### src/hw/rtl/wfrm_pkg.sv
// ----------------------------------------------------------------------------
// wfrm_pkg
// Shared types and constants for the wildcard flow rule matcher: the packed
// rule layout, stream widths and the controller to datapath command set.
// ----------------------------------------------------------------------------
package wfrm_pkg;

	localparam int RULES_DEF  = 64;
	localparam int IN_DATA_W  = 328;
	localparam int OUT_DATA_W = 40;
	localparam int OUT_USER_W = 2;
	localparam int INDEX_W    = 6;

	localparam logic OP_MATCH  = 1'b0;
	localparam logic OP_INSERT = 1'b1;

	// Declared high field first so that src_mac lands in the lowest bits,
	// matching the input tdata layout one for one.
	typedef struct packed {
		logic [31:0] action_low;
		logic [31:0] action_high;
		logic [31:0] ss_value;
		logic [31:0] hh_value;
		logic [15:0] l4_dport;
		logic [15:0] l4_sport;
		logic [7:0]  protocol;
		logic [31:0] dst_ip;
		logic [31:0] src_ip;
		logic [47:0] dst_mac;
		logic [47:0] src_mac;
	} rule_t;

	typedef struct packed {
		logic load;      // capture an accepted input beat
		logic insert;    // append the held item as a rule
		logic scan_step; // read the next rule of the table
		logic capture;   // latch the deciding rule as the result
		logic emit;      // move the result into the output register
	} cmd_t;

	typedef struct packed {
		logic op;        // operation of the held item
		logic more;      // rules left to read
		logic pend;      // a rule read is in the compare stage
		logic decide;    // the compared rule decides the match
		logic out_free;  // the output register can take a result
	} stat_t;

endpackage

### src/hw/rtl/wfrm_ctrl.sv
// ----------------------------------------------------------------------------
// wfrm_ctrl
// Controller for the flow rule matcher: accepts a beat, dispatches an insert
// or a table scan, and hands the result to the output register.
// ----------------------------------------------------------------------------
module wfrm_ctrl (
	input  logic           clk,
	input  logic           arst_n,
	input  logic           s_tvalid,
	output logic           s_tready,
	input  wfrm_pkg::stat_t stat,
	output wfrm_pkg::cmd_t  cmd
);

	localparam logic [1:0] ST_IDLE   = 2'd0;
	localparam logic [1:0] ST_DECODE = 2'd1;
	localparam logic [1:0] ST_SCAN   = 2'd2;
	localparam logic [1:0] ST_FINISH = 2'd3;

	logic [1:0] state_q;
	logic [1:0] state_d;

	assign s_tready = (state_q == ST_IDLE);

	always_comb begin
		state_d = state_q;
		cmd     = '0;
		case (state_q)
			ST_IDLE: begin
				if (s_tvalid) begin
					cmd.load = 1'b1;
					state_d  = ST_DECODE;
				end
			end
			ST_DECODE: begin
				if (stat.op == wfrm_pkg::OP_INSERT) begin
					cmd.insert = 1'b1;
					state_d    = ST_FINISH;
				end else begin
					state_d = ST_SCAN;
				end
			end
			ST_SCAN: begin
				// A decision in the compare stage wins over further reads.
				if (stat.decide) begin
					cmd.capture = 1'b1;
					state_d     = ST_FINISH;
				end else if (stat.more) begin
					cmd.scan_step = 1'b1;
				end else if (!stat.pend) begin
					state_d = ST_FINISH;
				end
			end
			ST_FINISH: begin
				if (stat.out_free) begin
					cmd.emit = 1'b1;
					state_d  = ST_IDLE;
				end
			end
			default: begin
				state_d = ST_IDLE;
			end
		endcase
	end

	always_ff @(posedge clk or negedge arst_n) begin
		if (!arst_n) begin
			state_q <= ST_IDLE;
		end else begin
			state_q <= state_d;
		end
	end

endmodule

### config.mk
export PLATFORM = sky130hd
export DESIGN_NAME = wfrm_ctrl
export DESIGN_NICKNAME = d
export VERILOG_FILES = /design/src/hw/rtl/wfrm_pkg.sv /design/src/hw/rtl/wfrm_ctrl.sv
export SDC_FILE = /design/constraint.sdc
export NUM_CORES = 1
export LEC_CHECK = 0
export ABC_AREA = 1
export BUFFER_PORTS_ARGS = -buffer_cell sky130_fd_sc_hd__buf_2
export CAP_MARGIN = 10
export CORE_AREA = 3 3 40 42
export DETAILED_ROUTE_END_ITERATION = 10
export DIE_AREA = 0 0 43 45
export GPL_TIMING_DRIVEN = 0
export PLACE_DENSITY = 0.51
export SYNTH_ARGS = -nofsm -noshare
export SYNTH_HDL_FRONTEND = slang
export SYNTH_SLANG_ARGS = --single-unit
export TNS_END_PERCENT = 100
### constraint.sdc
create_clock -name clk -period 2 [get_ports clk]
set_input_delay 0.6 -clock clk [delete_from_list [all_inputs] [get_ports clk]]
set_output_delay 0.6 -clock clk [all_outputs]
set_load 0.02 [all_outputs]
==> results.py, run 1 <==
metrics = {
    "outcome": {
        "status": "complete, no violations",
    },
    "cts": {
        "cts_hold_buf": 0,
        "clock-sinks": 2,
        "cts_resized": 0,
        "clk_pin_slew_ns": 0.03,
        "clk_root_buffer_cell": "clkbuf_4",
        "clockBufferDepth": 2,
        "cts_made_buffers": 3,
        "postCtsSetupRepairBufs": 0,
        "cts_tree": "done",
        "htreeDepth": 1,
        "clkLatencyLatePin_ns": 0.22,
    },
    "floorplan": {
        "fp.coreArea_mm2": 0.00128,
        "num_rows": 13,
        "die_h_um": 45,
        "dieArea_mm2": 0.00194,
        "ios": 14,
        "dieWidth_um": 43,
        "floorplan.initialDensity_pct": 19.3,
    },
    "power_and_ir_drop": {
        "comb_power_share_pct": 62.1,
        "seqPwrFrac_pct": 19.4,
        "p_per_area_mw_per_mm2": 1340,
        "switching_share_pct": 48.5,
        "peakVddDrop_uv": 390,
        "clkPwrFrac_pct": 18.5,
        "leakage_nw": 0.262,
        "p_int_mw": 0.244,
        "power.switching_mw": 0.230,
    },
    "placed_design": {
        "placed_area_um2": 332,
        "gp_congestion": 0.685,
        "io_buffers": 13,
        "place_ws_ns": 0.332,
        "dpl.cell_count": 70,
        "post-dp-hpwl_um": 390,
    },
    "setup_path": {
        "r2r_start": "state_q[0]",
        "startpoint": "state_q[0]",
        "path_max_fanout": 5,
        "worstPathRequired_ns": 1.40,
        "slowest_stage": "dfrtp_1",
        "max_stage_delay_ns": 0.42,
        "end_kind": "primary output",
        "arrival_ns": 1.26,
        "critPathKind": "register to primary output",
        "crit_chain": "inv_1 -> ha_1 -> nand2_1 -> nor2_1 -> buf_2",
        "worst-path-buf-inv": 2,
        "crit_family": "flip-flops",
        "cp-start-kind": "register",
    },
    "final_layout": {
        "drive_gt1_share_pct": 32.8,
        "regMostFlops": "state_q",
        "area_growth_pct": 42.9,
        "fillers": 148,
        "nets": 72,
        "n_antenna_cell": 0,
        "fin_util_pct": 27.6,
        "biggestRegsByFlops": "state_q x2",
        "final_cell_area_um2": 354,
        "instances_no_fill": 73,
        "largest_reg_flops": 2,
    },
    "yosys": {
        "synth_warnings": 0,
        "synthCells": 42,
        "synth-async-reset-ratio_pct": 100,
        "synth_top_area_share_pct": 22.7,
        "yosysTopAreaCell": "nand2_1",
        "synth_edf_count": 0,
        "syn_area_um2": 248,
        "yosys_most_used_dff": "dfrtp_1",
        "synth_nets": 54,
        "yosysMostFrequentCell": "nand2_1",
        "ys_seq_elements": 2,
        "synth_cell_types": 9,
        "synth_commonest_cells": "nand2_1 (15), inv_1 (13), ha_1 (4), nor2_1 (3)",
        "syn_area_per_cell_um2": 5.90,
        "ys_seq_area_share_pct": 20.2,
        "synthTopCellsByArea": "nand2_1 (23%), dfrtp_1 (20%), ha_1 (20%), inv_1 (20%), nand2_2 (5.1%)",
    },
    "sta": {
        "setup_tns_ns": 0,
        "final.setup.worst_slack_ns": 0.143,
        "hold_viol": 0,
        "max_slew_margin_pct": 88.8,
        "fin_crit_sh_pct": 92.8,
        "rsz0062_at_grt": "no",
        "fmax_mhz": 539,
        "fin_crit_ns": 1.86,
        "setup_violations": 0,
        "drv_slew": 0,
        "skew_ns": 0.000474,
        "tightest_slew_ns": 0.168,
    },
    "global_route": {
        "grt.total_usage_pct": 6.08,
        "antenna_found_initial": 0,
        "grt_pass1_wl_um": 855,
        "grt_pass1_vias": 249,
        "grt_max_degree": 6,
        "grt-ovfl-total": 0,
    },
    "routing": {
        "drc": 0,
        "ant_nets": 0,
        "drt-met1-wl_um": 205,
        "drtIter0Drc": 7,
        "wl_met3_um": 48,
        "routedWlPerCell_um": 6.53,
        "via_count": 261,
        "post_drt_via_cell_ratio": 3.58,
        "route.top_layer_used": "met3",
        "drt-total-wl_um": 477,
        "met2_length_um": 223,
        "dr.pass1.iters": 4,
    },
    "run": {
        "max_cap_viol_count": 0,
    },
    "hold_path": {
        "hp-class": "input port to asynchronous set/reset pin",
    },
}
==> power by group through the flow <==
stage               logic, mW  clock network (mW)  registers, mW
finish                  0.294              0.0880         0.0919
global route            0.340              0.0963         0.0960
CTS                     0.298              0.0953         0.0925
detailed placement      0.297                   0         0.0929
global placement        0.295                   0         0.0935
floorplan               0.228                   0         0.0856
==> cell families after synthesis <==
group | synth area share [%]
adders and majority gates | 20.2
buffers and inverters | 19.7
and+or+nand+nor | 39.9
DFF | 20.2
==> stage by stage <==
| stage | total power, mW | hold slack, ns |
|---|---|---|
| after floorplan | 0.314 | 0.304 |
| after global placement | 0.389 | 0.386 |
| after detailed placement | 0.390 | 0.387 |
| after CTS | 0.486 | 0.146 |
| after global routing | 0.533 | 0.151 |
| final | 0.474 | 0.156 |
==> cell usage in the layout, fill, tap and decap left out <==
| cell type | netlist | routed |
|---|---|---|
| buf_2 | 0 | 13 |
| nand2_2 | 2 | 2 |
| inv_1 | 13 | 13 |
| dfrtp_1 | 2 | 2 |
| nor2_1 | 3 | 3 |
| nand3_1 | 1 | 1 |
| ha_1 | 4 | 4 |
| nor2_2 | 1 | 1 |
| nand2_1 | 15 | 15 |
| nand3b_1 | 1 | 1 |
| clkbuf_4 | 0 | 3 |
==> final timing paths <==
| path | slack [ns] | cells past startpoint | to |
|---|---|---|---|
| min in group clk | 0.56 | 2 | state_q[1] |
| max reg2reg | 0.78 | 8 | state_q[0] |
| min reg2reg | 0.56 | 2 | state_q[1] |
| max | 0.14 | 5 | cmd[2] |
| min | 0.16 | 1 | state_q[1] |
| max in group asynchronous | 1.75 | 1 | state_q[0] |
==> area by class of cell <==
cell class / count / area, um2 / area share (%)
flip-flops and latches: 2 / 50.0 / 14.1
multi-input cells: 27 / 149 / 42.0
inverters: 13 / 48.8 / 13.8
well taps: 15 / 18.8 / 5.30
clock buffers: 3 / 22.5 / 6.36
repair buffers: 13 / 65.1 / 18.4
==> routing by layer <==
metal,global-route usage (%),vias up
met5,0,-
li1,-,149
met1,6.27,102
met4,5.42,0
met2,9.28,10
met3,2.79,0
Power figures use the tool's default switching activity.
==> inputs of run 2 (changes only) <==
--- a/config.mk
+++ b/config.mk
@@ -6,7 +6,7 @@
 export NUM_CORES = 1
 export LEC_CHECK = 0
 export ABC_AREA = 1
-export BUFFER_PORTS_ARGS = -buffer_cell sky130_fd_sc_hd__buf_2
+export BUFFER_PORTS_ARGS = -buffer_cell sky130_fd_sc_hd__clkbuf_2
 export CAP_MARGIN = 10
 export CORE_AREA = 3 3 40 42
 export DETAILED_ROUTE_END_ITERATION = 10
==> results.py, run 2 (same netlist as run 1, synthesis figures left out) <==
metrics = {
    "outcome": {
        "status": "complete, no violations",
    },
    "sta": {
        "final.setup.worst_slack_ns": 0.121,
        "drv_slew": 0,
        "skew_ns": 0.000806,
        "fin_crit_sh_pct": 93.9,
        "hold_viol": 0,
        "rsz0062_at_grt": "no",
        "fin_crit_ns": 1.88,
        "tightest_slew_ns": 0.163,
        "fmax_mhz": 532,
        "setup_tns_ns": 0,
        "max_slew_margin_pct": 89.2,
        "setup_violations": 0,
    },
    "floorplan": {
        "dieArea_mm2": 0.00194,
        "num_rows": 13,
        "floorplan.initialDensity_pct": 19.3,
        "ios": 14,
        "fp.coreArea_mm2": 0.00128,
        "dieWidth_um": 43,
        "die_h_um": 45,
    },
    "cts": {
        "clock-sinks": 2,
        "postCtsSetupRepairBufs": 0,
        "clockBufferDepth": 2,
        "cts_hold_buf": 0,
        "clk_pin_slew_ns": 0.03,
        "cts_made_buffers": 3,
        "htreeDepth": 1,
        "clk_root_buffer_cell": "clkbuf_4",
        "cts_tree": "done",
        "cts_resized": 0,
        "clkLatencyLatePin_ns": 0.22,
    },
    "power_and_ir_drop": {
        "p_per_area_mw_per_mm2": 1340,
        "power.total_mw": 0.474,
        "peakVddDrop_uv": 390,
        "leakage_nw": 0.260,
    },
    "global_route": {
        "grt_max_degree": 6,
        "grt_pass1_vias": 222,
        "grt_pass1_wl_um": 779,
        "antenna_found_initial": 0,
        "grt-ovfl-total": 0,
        "grt.total_usage_pct": 5.67,
    },
    "setup_path": {
        "worstPathRequired_ns": 1.40,
        "path_max_fanout": 5,
        "worst-path-buf-inv": 2,
        "max_stage_delay_ns": 0.41,
        "arrival_ns": 1.28,
        "end_kind": "primary output",
        "critPathKind": "register to primary output",
        "crit_family": "flip-flops",
        "cp-start-kind": "register",
        "crit_chain": "inv_1 -> ha_1 -> nand2_1 -> nor2_1 -> clkbuf_2",
        "slowest_stage": "dfrtp_1",
    },
    "routing": {
        "via_count": 258,
        "dr.pass1.iters": 2,
        "post_drt_via_cell_ratio": 3.53,
        "ant_nets": 0,
        "drt-total-wl_um": 470,
        "routedWlPerCell_um": 6.44,
        "drtIter0Drc": 4,
        "drc": 0,
    },
    "placed_design": {
        "io_buffers": 13,
        "place_ws_ns": 0.323,
        "post-dp-hpwl_um": 401,
        "dpl.cell_count": 70,
        "gp_congestion": 0.684,
    },
    "final_layout": {
        "layout_commonest_cell": "nand2_1",
        "fin_util_pct": 27.6,
        "regMostFlops": "state_q",
        "instances_no_fill": 73,
        "fillers": 147,
        "regArea_um2": 50.0,
        "mostFrequentLayoutCells": "nand2_1 (15), inv_1 (13), clkbuf_2 (13)",
        "nets": 72,
        "biggestRegsByFlops": "state_q x2",
        "n_antenna_cell": 0,
        "multi_input_area_um2": 149,
        "area_growth_pct": 42.9,
        "drive_gt1_share_pct": 32.8,
        "largest_reg_flops": 2,
    },
    "run": {
        "max_cap_viol_count": 0,
    },
    "hold_path": {
        "hp-class": "input port to asynchronous set/reset pin",
    },
}
## run 2: worst paths after layout
check | slack [ns] | from | cells after the start | to
worst max-delay path | 0.12 | state_q[0] | 5 | cmd[2]
worst min-delay path | 0.16 | arst_n | 1 | state_q[0]
worst max register to register | 0.79 | state_q[0] | 8 | state_q[1]
worst min register to register | 0.56 | state_q[0] | 2 | state_q[0]
max in group asynchronous | 1.75 | arst_n | 1 | state_q[1]
min in group clk | 0.56 | state_q[0] | 2 | state_q[0]
## run 2: per-layer routing
layer	up-vias	global-route usage [%]	share of wire, %
met5	-	0	0
met4	0	5.42	0
met3	0	2.79	7.7
met2	7	8.68	48
met1	101	5.56	44
li1	150	-	-
## run 2: layout make-up
type | count | share of cell area (%)
Multi-Input combinational cell | 27 | 42.0
Inverter | 13 | 13.8
Sequential cell | 2 | 14.1
Tap cell | 15 | 5.30
Clock buffer | 3 | 6.36
Timing Repair Buffer | 13 | 18.4
## run 2: where the power goes
| part | switching, mW | internal (mW) |
|---|---|---|
| registers | 0.0279 | 0.0639 |
| logic | 0.180 | 0.114 |
| clock network | 0.0226 | 0.0662 |
## run 2: stage by stage
step / area, um2 / hold slack, ns
CTS: 354 / 0.144
global placement: 332 / 0.386
detailed placement: 332 / 0.388
floorplan: 248 / 0.304
global route: 354 / 0.155
finish: 354 / 0.155
==> inputs of run 3 (changes only) <==
--- a/config.mk
+++ b/config.mk
@@ -12,7 +12,7 @@
 export DETAILED_ROUTE_END_ITERATION = 10
 export DIE_AREA = 0 0 43 45
 export GPL_TIMING_DRIVEN = 0
-export PLACE_DENSITY = 0.51
+export PLACE_DENSITY = 0.53
 export SYNTH_ARGS = -nofsm -noshare
 export SYNTH_HDL_FRONTEND = slang
 export SYNTH_SLANG_ARGS = --single-unit
==> constraint.sdc (replaced) <==
create_clock -name clk -period 1.5 [get_ports clk]
set_input_delay 0.45 -clock clk [delete_from_list [all_inputs] [get_ports clk]]
set_output_delay 0.45 -clock clk [all_outputs]
set_load 0.02 [all_outputs]
==> results.py, run 3 (same netlist as run 1, synthesis figures left out) <==
metrics = {
    "setup_path": {
        "worstPathRequired_ns": 1.05,
        "crit_chain": "inv_4 -> ha_4 -> nand2_4 -> nor2_4 -> buf_6",
        "slowest_stage": "dfrtp_2",
        "arrival_ns": 1.17,
        "critPathKind": "register to primary output",
        "path_max_fanout": 4,
        "crit_family": "flip-flops",
        "end_kind": "primary output",
        "max_stage_delay_ns": 0.43,
        "worst-path-buf-inv": 2,
        "cp-start-kind": "register",
        "cp_num_cells": 5,
        "r2r_cells": 7,
    },
    "cts": {
        "clkLatencyLatePin_ns": 0.22,
        "cts_tree": "done",
        "clock-sinks": 2,
        "cts_made_buffers": 3,
        "clk_pin_slew_ns": 0.03,
        "htreeDepth": 1,
        "clk_root_buffer_cell": "clkbuf_4",
        "clockBufferDepth": 2,
    },
    "routing": {
        "drt-total-wl_um": 651,
        "via_count": 292,
        "routedWlPerCell_um": 8.35,
        "drc": 0,
        "post_drt_via_cell_ratio": 3.74,
        "ant_nets": 0,
        "dr.pass1.iters": 1,
        "drtIter0Drc": 0,
    },
    "sta": {
        "rsz0062_at_grt": "yes",
        "hold_viol": 0,
        "skew_ns": 0.00175,
        "fin_crit_ns": 1.62,
        "fmax_mhz": 618,
        "fin_crit_sh_pct": 108,
        "final.setup.worst_slack_ns": -0.117,
        "drv_slew": 0,
        "whs_ns": 0.546,
        "setup_violations": 5,
        "tightest_slew_ns": 0.139,
        "max_slew_margin_pct": 90.8,
    },
    "floorplan": {
        "fp.coreArea_mm2": 0.00128,
        "ios": 14,
        "num_rows": 13,
        "dieWidth_um": 43,
        "floorplan.initialDensity_pct": 19.3,
        "dieArea_mm2": 0.00194,
        "die_h_um": 45,
    },
    "final_layout": {
        "fillers": 136,
        "largest_reg_flops": 2,
        "drive_gt1_share_pct": 54.0,
        "layout_commonest_cell": "nand2_1",
        "nets": 77,
        "area_growth_pct": 104,
        "multi_input_area_um2": 204,
        "biggestRegsByFlops": "state_q x2",
        "fin_util_pct": 39.2,
        "regArea_um2": 52.6,
        "mostFrequentLayoutCells": "nand2_1 (13), inv_1 (10), clkbuf_2 (8)",
        "regMostFlops": "state_q",
        "n_antenna_cell": 0,
    },
    "placed_design": {
        "io_buffers": 13,
        "post-dp-hpwl_um": 422,
        "gp_congestion": 0.703,
    },
    "global_route": {
        "antenna_found_initial": 0,
        "grt.total_usage_pct": 8.67,
        "grt_pass1_vias": 297,
        "grt_pass1_wl_um": 1150,
        "grt_max_degree": 5,
        "grt-ovfl-total": 0,
    },
    "outcome": {
        "status": "finished with violations",
        "failed_checks": "setup timing",
    },
    "hold_path": {
        "hp-class": "input port to asynchronous set/reset pin",
    },
    "power_and_ir_drop": {
        "switching_share_pct": 44.5,
        "leakage_nw": 0.299,
        "power.switching_mw": 0.428,
        "clkPwrFrac_pct": 12.4,
        "peakVddDrop_uv": 966,
        "comb_power_share_pct": 72.8,
        "seqPwrFrac_pct": 14.9,
        "p_per_area_mw_per_mm2": 1910,
        "p_int_mw": 0.535,
    },
    "run": {
        "max_cap_viol_count": 0,
    },
}
==> run 3: cell types whose count changed in the layout (fill, tap and decap cells not counted), moves of 2 or more <==
cell / change
buf_4: +3
buf_6: +2
clkbuf_2: -5
nand2_1: -2
inv_4: +2
buf_8: +2
dfrtp_1: -2
ha_4: +3
clkbuf_8: +2
inv_1: -3
dfrtp_2: +2
ha_1: -3
==> run 3: cell type report <==
class	count	area share, %
repair buffers	18	30.3
flip-flops and latches	2	10.4
well taps	15	3.72
multi-input cells	27	40.4
clock buffers	3	4.47
inverters	13	10.7
==> run 3: timing repair <==
action                     in CTS  in global routing
setup endpoints to repair       6                  6
cloned                          0                  0
pin swaps                       5                  3
hold endpoints to repair        2                  0
resized for setup              20                 12
buffers inserted                3                  1
hold buffers                    1                  0
==> run 3: worst paths after layout <==
path	start	endpoint	slack, ns
worst max-delay path	state_q[0]	cmd[2]	-0.12
worst min-delay path	arst_n	state_q[0]	0.55
worst max register to register	state_q[0]	state_q[1]	0.36
worst min register to register	state_q[0]	state_q[0]	0.56
max in group asynchronous	arst_n	state_q[1]	0.84
min in group clk	state_q[0]	state_q[0]	0.56
==> run 3: stage by stage <==
step	area, um2	cells	total power [mW]	setup WS, ns	setup TNS (ns)
global placement	332	70	0.521	-0.00262	-0.00262
finish	504	78	0.963	-0.117	-0.467
CTS	469	77	0.876	-0.168	-0.605
global route	504	78	1.07	-0.180	-0.819
detailed placement	332	70	0.524	-0.00778	-0.00778
floorplan	248	42	0.418	0.0282	0
==> run 3: power groups by stage <==
stage                     Combinational [mW]  Sequential, mW  Clock, mW
after floorplan                        0.304           0.114          0
after global placement                 0.396           0.125          0
after detailed placement               0.400           0.124          0
after CTS                              0.617           0.131      0.127
after global routing                   0.783           0.151      0.134
final                                  0.701           0.143      0.119
==> run 3: routing by layer <==
layer | GRT usage, % | vias to the layer above | share of wire (%)
met1 | 7.73 | 121 | 39
met3 | 4.38 | 2 | 8.6
li1 | - | 158 | -
met4 | 9.64 | 0 | 2.2
met2 | 13.5 | 11 | 50
met5 | 0 | - | 0
==> run 3: worst reg2reg max path: cells and delay by family (launching register included) <==
kind,cells,cell delay (ns)
flip-flops,1,0.43
AND/OR/NAND/NOR,5,0.36
adder cells (fa/ha/maj),1,0.15
buffers and inverters,1,0.09
